**src/rtl/core/nbrs_pkg.sv**
```systemverilog
`default_nettype none
package nbrs_pkg;
    localparam logic [7:0] END_MARK = 8'hFF;
    localparam logic [2:0] ST_FOUND = 3'd0;
    localparam logic [2:0] ST_ADDED = 3'd1;
    localparam logic [2:0] ST_MISSING = 3'd2;
    localparam logic [2:0] ST_FULL = 3'd3;
    localparam logic [2:0] ST_TOO_LONG = 3'd4;

    // Command handed from the front part to the back part.
    typedef struct packed {
        logic       mode;
        logic       too_long;
        logic [7:0] value;
        logic [7:0] count;
    } nbrs_cmd_t;
endpackage
`default_nettype wire

```
**src/rtl/core/nbrs_ram.sv**
```systemverilog
`default_nettype none
module nbrs_ram #(
    parameter int WIDTH = 8,
    parameter int DEPTH = 256
) (
    input  wire logic                     clk,
    input  wire logic                     we,
    input  wire logic [$clog2(DEPTH)-1:0] waddr,
    input  wire logic [WIDTH-1:0]         wdata,
    input  wire logic [$clog2(DEPTH)-1:0] raddr,
    output logic      [WIDTH-1:0]         rdata
);
    logic [WIDTH-1:0] mem [DEPTH];

    always_ff @(posedge clk)
    begin
        if (we)
        begin
            mem[waddr] <= wdata;
        end
        rdata <= mem[raddr];
    end
endmodule
`default_nettype wire

```
**src/rtl/core/nbrs_front.sv**
```systemverilog
`default_nettype none
// Collects name bytes into the name buffer and issues one command per name.
module nbrs_front #(
    parameter int MAX_NAME = 32
) (
    input  wire logic                        clk,
    input  wire logic                        rst_n,
    input  wire logic                        in_valid,
    output logic                             in_ready,
    input  wire logic                        mode,
    input  wire logic [7:0]                  name_byte,
    input  wire logic                        name_end,
    input  wire logic [7:0]                  value,
    input  wire logic                        back_busy,
    output logic                             nb_we,
    output logic [$clog2(MAX_NAME+1)-1:0]    nb_waddr,
    output logic [7:0]                       nb_wdata,
    output logic                             cmd_valid,
    input  wire logic                        cmd_ready,
    output nbrs_pkg::nbrs_cmd_t              cmd
);
    localparam int CW = $clog2(MAX_NAME + 1);

    logic [CW-1:0]       count_reg, count_next;
    logic                long_reg, long_next;
    logic                cmd_valid_reg, cmd_valid_next;
    nbrs_pkg::nbrs_cmd_t cmd_reg, cmd_next;
    logic                take, has_room;

    // The back part reads the buffer during its walk and its append, so the
    // front holds off new names until the queued command has been taken and
    // the back part is done with the buffer.
    assign in_ready = !cmd_valid_reg && !back_busy;
    assign take = in_valid && in_ready;
    assign has_room = count_reg < CW'(MAX_NAME);
    assign nb_we = take && has_room;
    assign nb_waddr = count_reg;
    assign nb_wdata = name_byte;
    assign cmd_valid = cmd_valid_reg;
    assign cmd = cmd_reg;

    always_comb
    begin
        count_next = count_reg;
        long_next = long_reg;
        cmd_valid_next = cmd_valid_reg && !cmd_ready;
        cmd_next = cmd_reg;
        if (take)
        begin
            if (has_room)
            begin
                count_next = count_reg + CW'(1);
            end
            if (name_end)
            begin
                cmd_valid_next = 1'b1;
                cmd_next.mode = mode;
                cmd_next.value = value;
                cmd_next.too_long = long_reg || !has_room;
                cmd_next.count = has_room ? 8'(count_reg + CW'(1)) : 8'(count_reg);
                count_next = '0;
                long_next = 1'b0;
            end
            else if (!has_room)
            begin
                long_next = 1'b1;
            end
        end
    end

    always_ff @(posedge clk or negedge rst_n)
    begin
        if (!rst_n)
        begin
            count_reg <= '0;
            long_reg <= 1'b0;
            cmd_valid_reg <= 1'b0;
        end
        else
        begin
            count_reg <= count_next;
            long_reg <= long_next;
            cmd_valid_reg <= cmd_valid_next;
        end
    end

    always_ff @(posedge clk)
    begin
        cmd_reg <= cmd_next;
    end
endmodule
`default_nettype wire

```
**src/rtl/core/nbrs_back.sv**
```systemverilog
`default_nettype none
// Walks the record list for one command and carries out the read or write.
module nbrs_back #(
    parameter int STORE_BYTES = 256,
    parameter int MAX_NAME = 32
) (
    input  wire logic                        clk,
    input  wire logic                        rst_n,
    input  wire logic                        cmd_valid,
    output logic                             cmd_ready,
    input  wire nbrs_pkg::nbrs_cmd_t         cmd,
    output logic                             busy,
    output logic [$clog2(MAX_NAME+1)-1:0]    nb_raddr,
    input  wire logic [7:0]                  nb_rdata,
    output logic                             out_valid,
    input  wire logic                        out_ready,
    output logic [7:0]                       read_value,
    output logic [2:0]                       status
);
    localparam int AW = $clog2(STORE_BYTES);
    localparam int NW = $clog2(MAX_NAME + 1);

    typedef enum logic [9:0] {
        S_IDLE   = 10'b0000000001,
        S_PTR    = 10'b0000000010,
        S_PTRW   = 10'b0000000100,
        S_CMP    = 10'b0000001000,
        S_CMPW   = 10'b0000010000,
        S_VAL    = 10'b0000100000,
        S_VALW   = 10'b0001000000,
        S_APP    = 10'b0010000000,
        S_APPW   = 10'b0100000000,
        S_OUT    = 10'b1000000000
    } state_t;

    state_t              state_reg, state_next;
    nbrs_pkg::nbrs_cmd_t c_reg, c_next;
    logic [8:0]          addr_reg, addr_next;
    logic [7:0]          ptr_reg, ptr_next;
    logic [8:0]          idx_reg, idx_next;
    logic [7:0]          rv_reg, rv_next;
    logic [2:0]          st_reg, st_next;
    logic                init_reg, init_next;
    logic                st_we;
    logic [AW-1:0]       st_waddr, st_raddr;
    logic [7:0]          st_wdata, st_rdata;
    logic [8:0]          vaddr;

    nbrs_ram #(.WIDTH(8), .DEPTH(STORE_BYTES)) u_store (
        .clk(clk), .we(st_we), .waddr(st_waddr), .wdata(st_wdata),
        .raddr(st_raddr), .rdata(st_rdata)
    );

    assign cmd_ready = (state_reg == S_IDLE) && init_reg;
    // The name buffer is in use from the transfer of a command until the result is ready.
    assign busy = !(state_reg == S_IDLE || state_reg == S_OUT);
    assign out_valid = state_reg == S_OUT;
    assign read_value = rv_reg;
    assign status = st_reg;
    assign vaddr = addr_reg + 9'(c_reg.count) + 9'd1;

    always_comb
    begin
        state_next = state_reg;
        c_next = c_reg;
        addr_next = addr_reg;
        ptr_next = ptr_reg;
        idx_next = idx_reg;
        rv_next = rv_reg;
        st_next = st_reg;
        init_next = 1'b1;
        st_we = 1'b0;
        st_waddr = '0;
        st_wdata = nbrs_pkg::END_MARK;
        st_raddr = AW'(addr_reg);
        nb_raddr = NW'(idx_reg);
        unique case (state_reg)
            S_IDLE:
            begin
                // One write after reset places the end mark at byte 0.
                if (!init_reg)
                begin
                    st_we = 1'b1;
                end
                else if (cmd_valid)
                begin
                    c_next = cmd;
                    rv_next = 8'd0;
                    addr_next = '0;
                    if (cmd.too_long)
                    begin
                        st_next = nbrs_pkg::ST_TOO_LONG;
                        state_next = S_OUT;
                    end
                    else
                    begin
                        state_next = S_PTR;
                    end
                end
            end
            S_PTR:
            begin
                st_raddr = AW'(addr_reg);
                state_next = S_PTRW;
            end
            S_PTRW:
            begin
                ptr_next = st_rdata;
                idx_next = '0;
                if (st_rdata == nbrs_pkg::END_MARK || {1'b0, st_rdata} <= addr_reg
                    || 32'(st_rdata) >= STORE_BYTES)
                begin
                    if (!c_reg.mode)
                    begin
                        st_next = nbrs_pkg::ST_MISSING;
                        state_next = S_OUT;
                    end
                    else if (32'(addr_reg) + 32'(c_reg.count) + 3 > STORE_BYTES)
                    begin
                        st_next = nbrs_pkg::ST_FULL;
                        state_next = S_OUT;
                    end
                    else
                    begin
                        st_next = nbrs_pkg::ST_ADDED;
                        state_next = S_APP;
                    end
                end
                else if ({1'b0, st_rdata} - addr_reg - 9'd1 == 9'(c_reg.count))
                begin
                    state_next = S_CMP;
                end
                else
                begin
                    addr_next = {1'b0, st_rdata} + 9'd1;
                    state_next = S_PTR;
                end
            end
            S_CMP:
            begin
                if (idx_reg == 9'(c_reg.count))
                begin
                    st_raddr = AW'(ptr_reg);
                    state_next = S_VALW;
                end
                else
                begin
                    st_raddr = AW'(addr_reg + 9'd1 + idx_reg);
                    nb_raddr = NW'(idx_reg);
                    state_next = S_CMPW;
                end
            end
            S_CMPW:
            begin
                if (st_rdata == nb_rdata)
                begin
                    idx_next = idx_reg + 9'd1;
                    state_next = S_CMP;
                end
                else
                begin
                    addr_next = {1'b0, ptr_reg} + 9'd1;
                    state_next = S_PTR;
                end
            end
            S_VALW:
            begin
                // The pointer of a matching record is the address of its value.
                st_next = nbrs_pkg::ST_FOUND;
                if (c_reg.mode)
                begin
                    st_we = 1'b1;
                    st_waddr = AW'(ptr_reg);
                    st_wdata = c_reg.value;
                    state_next = S_OUT;
                end
                else
                begin
                    st_raddr = AW'(ptr_reg);
                    state_next = S_VAL;
                end
            end
            S_VAL:
            begin
                rv_next = st_rdata;
                state_next = S_OUT;
            end
            S_APP:
            begin
                // idx 0 fetches the first name byte; the write trails the read.
                nb_raddr = NW'(idx_reg);
                if (idx_reg == 9'd0)
                begin
                    st_we = 1'b1;
                    st_waddr = AW'(addr_reg);
                    st_wdata = 8'(vaddr);
                end
                state_next = S_APPW;
            end
            S_APPW:
            begin
                if (idx_reg < 9'(c_reg.count))
                begin
                    st_we = 1'b1;
                    st_waddr = AW'(addr_reg + 9'd1 + idx_reg);
                    st_wdata = nb_rdata;
                    idx_next = idx_reg + 9'd1;
                    state_next = S_APP;
                end
                else if (idx_reg == 9'(c_reg.count))
                begin
                    st_we = 1'b1;
                    st_waddr = AW'(vaddr);
                    st_wdata = c_reg.value;
                    idx_next = idx_reg + 9'd1;
                end
                else
                begin
                    st_we = 1'b1;
                    st_waddr = AW'(vaddr + 9'd1);
                    st_wdata = nbrs_pkg::END_MARK;
                    state_next = S_OUT;
                end
            end
            S_OUT:
            begin
                if (out_ready)
                begin
                    state_next = S_IDLE;
                end
            end
            default:
            begin
                state_next = S_IDLE;
            end
        endcase
    end

    always_ff @(posedge clk or negedge rst_n)
    begin
        if (!rst_n)
        begin
            state_reg <= S_IDLE;
            init_reg <= 1'b0;
        end
        else
        begin
            state_reg <= state_next;
            init_reg <= init_next;
        end
    end

    always_ff @(posedge clk)
    begin
        c_reg <= c_next;
        addr_reg <= addr_next;
        ptr_reg <= ptr_next;
        idx_reg <= idx_next;
        rv_reg <= rv_next;
        st_reg <= st_next;
    end
endmodule
`default_nettype wire

```
**src/rtl/core/named_byte_record_store.sv**
```systemverilog
// A name byte that is not the last is taken with no result; a last byte gives its
// result after the walk of the record list, with a pointer read per record passed, a
// compare per name byte checked and a write per byte written on an append.
// Throughput: one name byte per cycle while in_ready is high; a last byte blocks input
// until the back part has taken its command and the walk and any append end.
// Reset: asynchronous, active low; after reset the end mark is first written at store
// byte 0, and no command is taken before that write.
`default_nettype none
module named_byte_record_store #(
    parameter int STORE_BYTES = 256,
    parameter int MAX_NAME = 32
) (
    input  wire logic       clk,
    input  wire logic       rst_n,
    input  wire logic       in_valid,
    output logic            in_ready,
    input  wire logic       mode,
    input  wire logic [7:0] name_byte,
    input  wire logic       name_end,
    input  wire logic [7:0] value,
    output logic            out_valid,
    input  wire logic       out_ready,
    output logic [7:0]      read_value,
    output logic [2:0]      status
);
    localparam int NW = $clog2(MAX_NAME + 1);

    logic                cmd_valid, cmd_ready, nb_we, back_busy;
    nbrs_pkg::nbrs_cmd_t cmd;
    logic [NW-1:0]       nb_waddr, nb_raddr;
    logic [7:0]          nb_wdata, nb_rdata;

    nbrs_front #(.MAX_NAME(MAX_NAME)) u_front (
        .clk(clk), .rst_n(rst_n), .in_valid(in_valid), .in_ready(in_ready),
        .mode(mode), .name_byte(name_byte), .name_end(name_end), .value(value),
        .back_busy(back_busy),
        .nb_we(nb_we), .nb_waddr(nb_waddr), .nb_wdata(nb_wdata),
        .cmd_valid(cmd_valid), .cmd_ready(cmd_ready), .cmd(cmd)
    );

    nbrs_ram #(.WIDTH(8), .DEPTH(MAX_NAME + 1)) u_name (
        .clk(clk), .we(nb_we), .waddr(nb_waddr), .wdata(nb_wdata),
        .raddr(nb_raddr), .rdata(nb_rdata)
    );

    nbrs_back #(.STORE_BYTES(STORE_BYTES), .MAX_NAME(MAX_NAME)) u_back (
        .clk(clk), .rst_n(rst_n), .cmd_valid(cmd_valid), .cmd_ready(cmd_ready),
        .cmd(cmd), .busy(back_busy), .nb_raddr(nb_raddr), .nb_rdata(nb_rdata),
        .out_valid(out_valid), .out_ready(out_ready),
        .read_value(read_value), .status(status)
    );
endmodule
`default_nettype wire

```
**config.mk**
```make
export PLATFORM = sky130hd
export DESIGN_NAME = named_byte_record_store
export DESIGN_NICKNAME = d
export VERILOG_FILES = /design/src/rtl/core/nbrs_pkg.sv /design/src/rtl/core/nbrs_ram.sv /design/src/rtl/core/nbrs_front.sv /design/src/rtl/core/nbrs_back.sv /design/src/rtl/core/named_byte_record_store.sv
export SDC_FILE = /design/constraint.sdc
export NUM_CORES = 2
export LEC_CHECK = 0
export BUFFER_PORTS_ARGS = -buffer_cell sky130_fd_sc_hd__buf_2
export CAP_MARGIN = 40
export CORE_ASPECT_RATIO = 0.7
export CORE_MARGIN = 3
export CORE_UTILIZATION = 56
export DETAILED_ROUTE_END_ITERATION = 10
export PLACE_DENSITY = 0.72
export REMOVE_ABC_BUFFERS = 1
export SYNTH_ARGS = -nofsm -noshare
export SYNTH_HDL_FRONTEND = slang
export SYNTH_HIERARCHICAL = 1
export SYNTH_SLANG_ARGS = --single-unit
```
**constraint.sdc**
```tcl
create_clock -name clk -period 32.3 [get_ports clk]
set_input_delay 1.615 -clock clk [delete_from_list [all_inputs] [get_ports clk]]
set_output_delay 1.615 -clock clk [all_outputs]
set_load 0.02 [all_outputs]
```
==> out/results.txt <==
Clock latency at the later pin of the worst-skew pair - 0.84 ns
Maxcap violations - 0
Switching power - 1.62 mW
GRT overflow - 0
Largest Register - u_back/u_store/mem
Number of setup buffers added after CTS - 0
FF/Latch Area - 72400 sq um
Io pins - 35
Fin Hold WS - 0.423 ns
Setup slack, reg-to-reg - 23.24 ns
Worst reg2reg path depth - 18
Largest net degree at the start of global routing - 257
Chip width - 504 microns
1st-pass router iterations - 7
Routed len/inst - 31.6 microns
Biggest regs - u_back/u_store/mem (2048), u_name/mem (264)
Antenna violations before repair - 8
Fin crit share - 0.280
Power share of the combinational group - 0.108
GRT Util Overall - 0.273
Die area - 179000 sq um
Post-synth top flop - edfxtp_1
Row count - 127
Final hold vios - 0
Synth Instances - 5041
Placed Cells - 7330
Clk pwr share - 0.374
Number of global-route vias before repair - 49984
Maximum VDD drop - 0.0708 mV
TritonCTS clock tree - built
WS Path Type - reg2reg
Synth async-reset ratio - 0.00786
Slew Limit Fails - 0
Reg2reg end - u_back/u_store/rdata[0]$_DFF_P_
Sw Share - 0.243
Sequential share of the synthesized area - 0.745
Seq pwr share - 0.519
Worst Setup SP - u_back/idx_reg[0]$_SDFFCE_PN0P_
Maximum fanout along the worst path - 42
Clock Tree Root - clkbuf_16
Cells on Worst Hold Path - 0
Multi-input gate area - 22900 sq um
CP startpoint kind - flop
Worst Clk Skew - 0.0378 ns
Finish-stage setup viols - 0
Share of layout cells above drive strength 1 - 0.209
Final wirelength - 244000 microns
Internal - 5.08 mW
PD cells - 62.3 nW/um^2
Setup WS pre-CTS - 23.11 ns
Hold buffers post-CTS - 0
Placeable Area - 172000 sq um
Number of fillers in the final layout - 11566
Max clock buf depth - 3
Final worst slack - 23.24 ns
Count of different cell masters after synthesis - 100
Fin crit period - 9.06 ns
TritonCTS Sinks - 2418
Outcome - complete, no violations
Initial core utilization - 0.566
Area of the mapped netlist - 97100 sq um
Post_cts resized - 0
Synthesized flop and latch total - 2418
CTS buffer count - 209
Vias per std cell - 6.69
Crit path DAT - 9.75 ns
Unrepaired setup endpoints after global routing - no
Worst setup EP type - flop
Y dimension of the die - 354 microns
Reg2reg start - u_back/idx_reg[0]$_SDFFCE_PN0P_
Number of synthesized flops with an enable pin - 2383
Routed Antenna Nets - 0
Vias - 51707
Clk slew on worst S/H paths - 0.06 ns
Slew at the pin closest to its max-slew limit - 1.41 ns
Dpl hpwl - 153000 microns
Routability Congestion - 0.904
Synth warn - 6
Synth-to-layout area growth - 10.7%
Global-route wire length before repair - 355000 microns
DRC - 0
FMAX - 0.110 GHz
Static leakage - 40.0 nW
Nets - 5303
Layout Cells excl Fill - 7728
Post-Syn Area per Cell - 19.3 sq um
CTS HTree Levels - 4
Worst hold path class - reg2reg
Hold path startpoint - u_front/cmd[14]$_DFFE_PP_
Rel. slew slack - 0.0576
Crit path required time - 32.99 ns
Largest register FFs - 2048
Port Buffers - 34
Worst Hold Path EP - u_back/c_reg[14]$_DFFE_PP_
DRT iter0 DRCs - 8252
## kinds of logic after synthesis
family,after synthesis,synth area share
buffers and inverters,354,0.0215
AO/OA/AOI/OAI,649,0.0485
flip-flops,2418,0.745
XOR/XNOR,61,0.00558
AND/OR/NAND/NOR,780,0.0387
adder cells (fa/ha/maj),52,0.00724
multiplexers,725,0.134
other,2,0.0000773
## layout by cell type (no fill, tap or decap), types with 22 or more instances in the layout
master	instances
clkinv_2	34
o21ai_0	38
xnor2_1	31
xor2_1	29
mux2i_1	265
clkbuf_16	214
nand3_1	59
nor2b_1	44
nor2_1	366
a221oi_1	22
ha_1	45
a22oi_1	177
clkinv_1	39
inv_1	50
o221ai_1	47
buf_2	35
a22o_1	25
nor3_1	45
o22ai_1	50
clkbuf_1	44
nor4_1	23
a21oi_1	140
nand2_1	94
edfxtp_1	2383
buf_4	209
mux4_2	454
## worst max-delay path by stage
stage | to | slack [ns] | cells after the start
after global placement | u_back/u_store/rdata[0]$_DFF_P_ | 22.90 | 18
after detailed placement | u_back/u_store/rdata[2]$_DFF_P_ | 23.11 | 18
final | u_back/u_store/rdata[0]$_DFF_P_ | 23.24 | 18
after CTS | u_back/u_store/rdata[2]$_DFF_P_ | 23.12 | 18
after global routing | u_back/u_store/rdata[2]$_DFF_P_ | 22.42 | 18
after floorplan | u_back/u_store/rdata[1]$_DFF_P_ | -0.11 | 12
## metal layers
| layer | up-vias | share of wire | GRT usage |
|---|---|---|---|
| met1 | 26781 | 0.41 | 0.432 |
| met4 | 6 | 0.021 | 0.0635 |
| met2 | 3483 | 0.42 | 0.369 |
| met3 | 376 | 0.15 | 0.0917 |
| met5 | - | 0.00014 | 0 |
| li1 | 21061 | - | - |
## cell usage after synthesis (29+ instances only)
master	number	area share
a22oi_1	177	0.014
buf_4	50	0.0039
nand2_1	94	0.0036
xor2_1	29	0.0026
ha_1	45	0.0058
nor4_1	29	0.0019
xnor2_1	31	0.0028
o21ai_0	44	0.0023
inv_1	53	0.0020
clkbuf_1	131	0.0051
a21oi_1	140	0.0072
o22ai_1	50	0.0032
mux4_2	454	0.11
buf_6	29	0.0034
nand3_1	59	0.0030
nor2_1	370	0.014
buf_2	38	0.0020
o221ai_1	50	0.0045
edfxtp_1	2383	0.74
mux2i_1	265	0.027
nor2b_1	49	0.0032
nor3_1	45	0.0023
## power by group through the flow
| stage | Clock (mW) | Combinational, mW | Sequential (mW) |
|---|---|---|---|
| after floorplan | 0 | 0.559 | 3.54 |
| after global placement | 0 | 0.684 | 3.54 |
| after detailed placement | 0 | 0.700 | 3.54 |
| after CTS | 2.54 | 0.702 | 3.47 |
| after global routing | 2.67 | 0.760 | 3.48 |
| final | 2.50 | 0.721 | 3.48 |
## worst max-delay path: stages, from the launching register on
cell      delay, ns
edfxtp_1       0.34
buf_4          0.54
inv_1          0.23
ha_1           0.35
nand4b_1       0.13
or3_1          0.63
o22ai_2        0.47
a221o_4        0.71
buf_4          0.66
buf_4          0.74
buf_4          0.28
buf_16         0.30
buf_4          0.69
buf_4          0.73
mux4_2         0.60
mux4_2         0.46
nor2b_1        0.16
nor4_1         0.52
nor4_2         0.10
## metrics by stage
step           area [sq um]   util  TNS, ns  power [mW]
4_1_cts              107000  0.625        0        6.71
2_1_floorplan         95300      -   -0.110        4.09
3_3_place_gp          99500  0.579        0        4.22
3_5_place_dp         101000  0.586        0        4.24
5_1_grt              108000  0.626        0        6.90
6_report             108000  0.626        0        6.70
## layout make-up
| type | instances | share of cell area |
|---|---|---|
| well taps | 2322 | 0.0270 |
| diodes | 2 | 0.0000465 |
| repair buffers | 275 | 0.0214 |
| inverters | 55 | 0.00193 |
| clock buffers | 267 | 0.0525 |
| flip-flops and latches | 2418 | 0.673 |
| multi-input cells | 2270 | 0.213 |
| clock inverters | 119 | 0.0111 |
No activity file was read; power rests on OpenSTA's default activity.
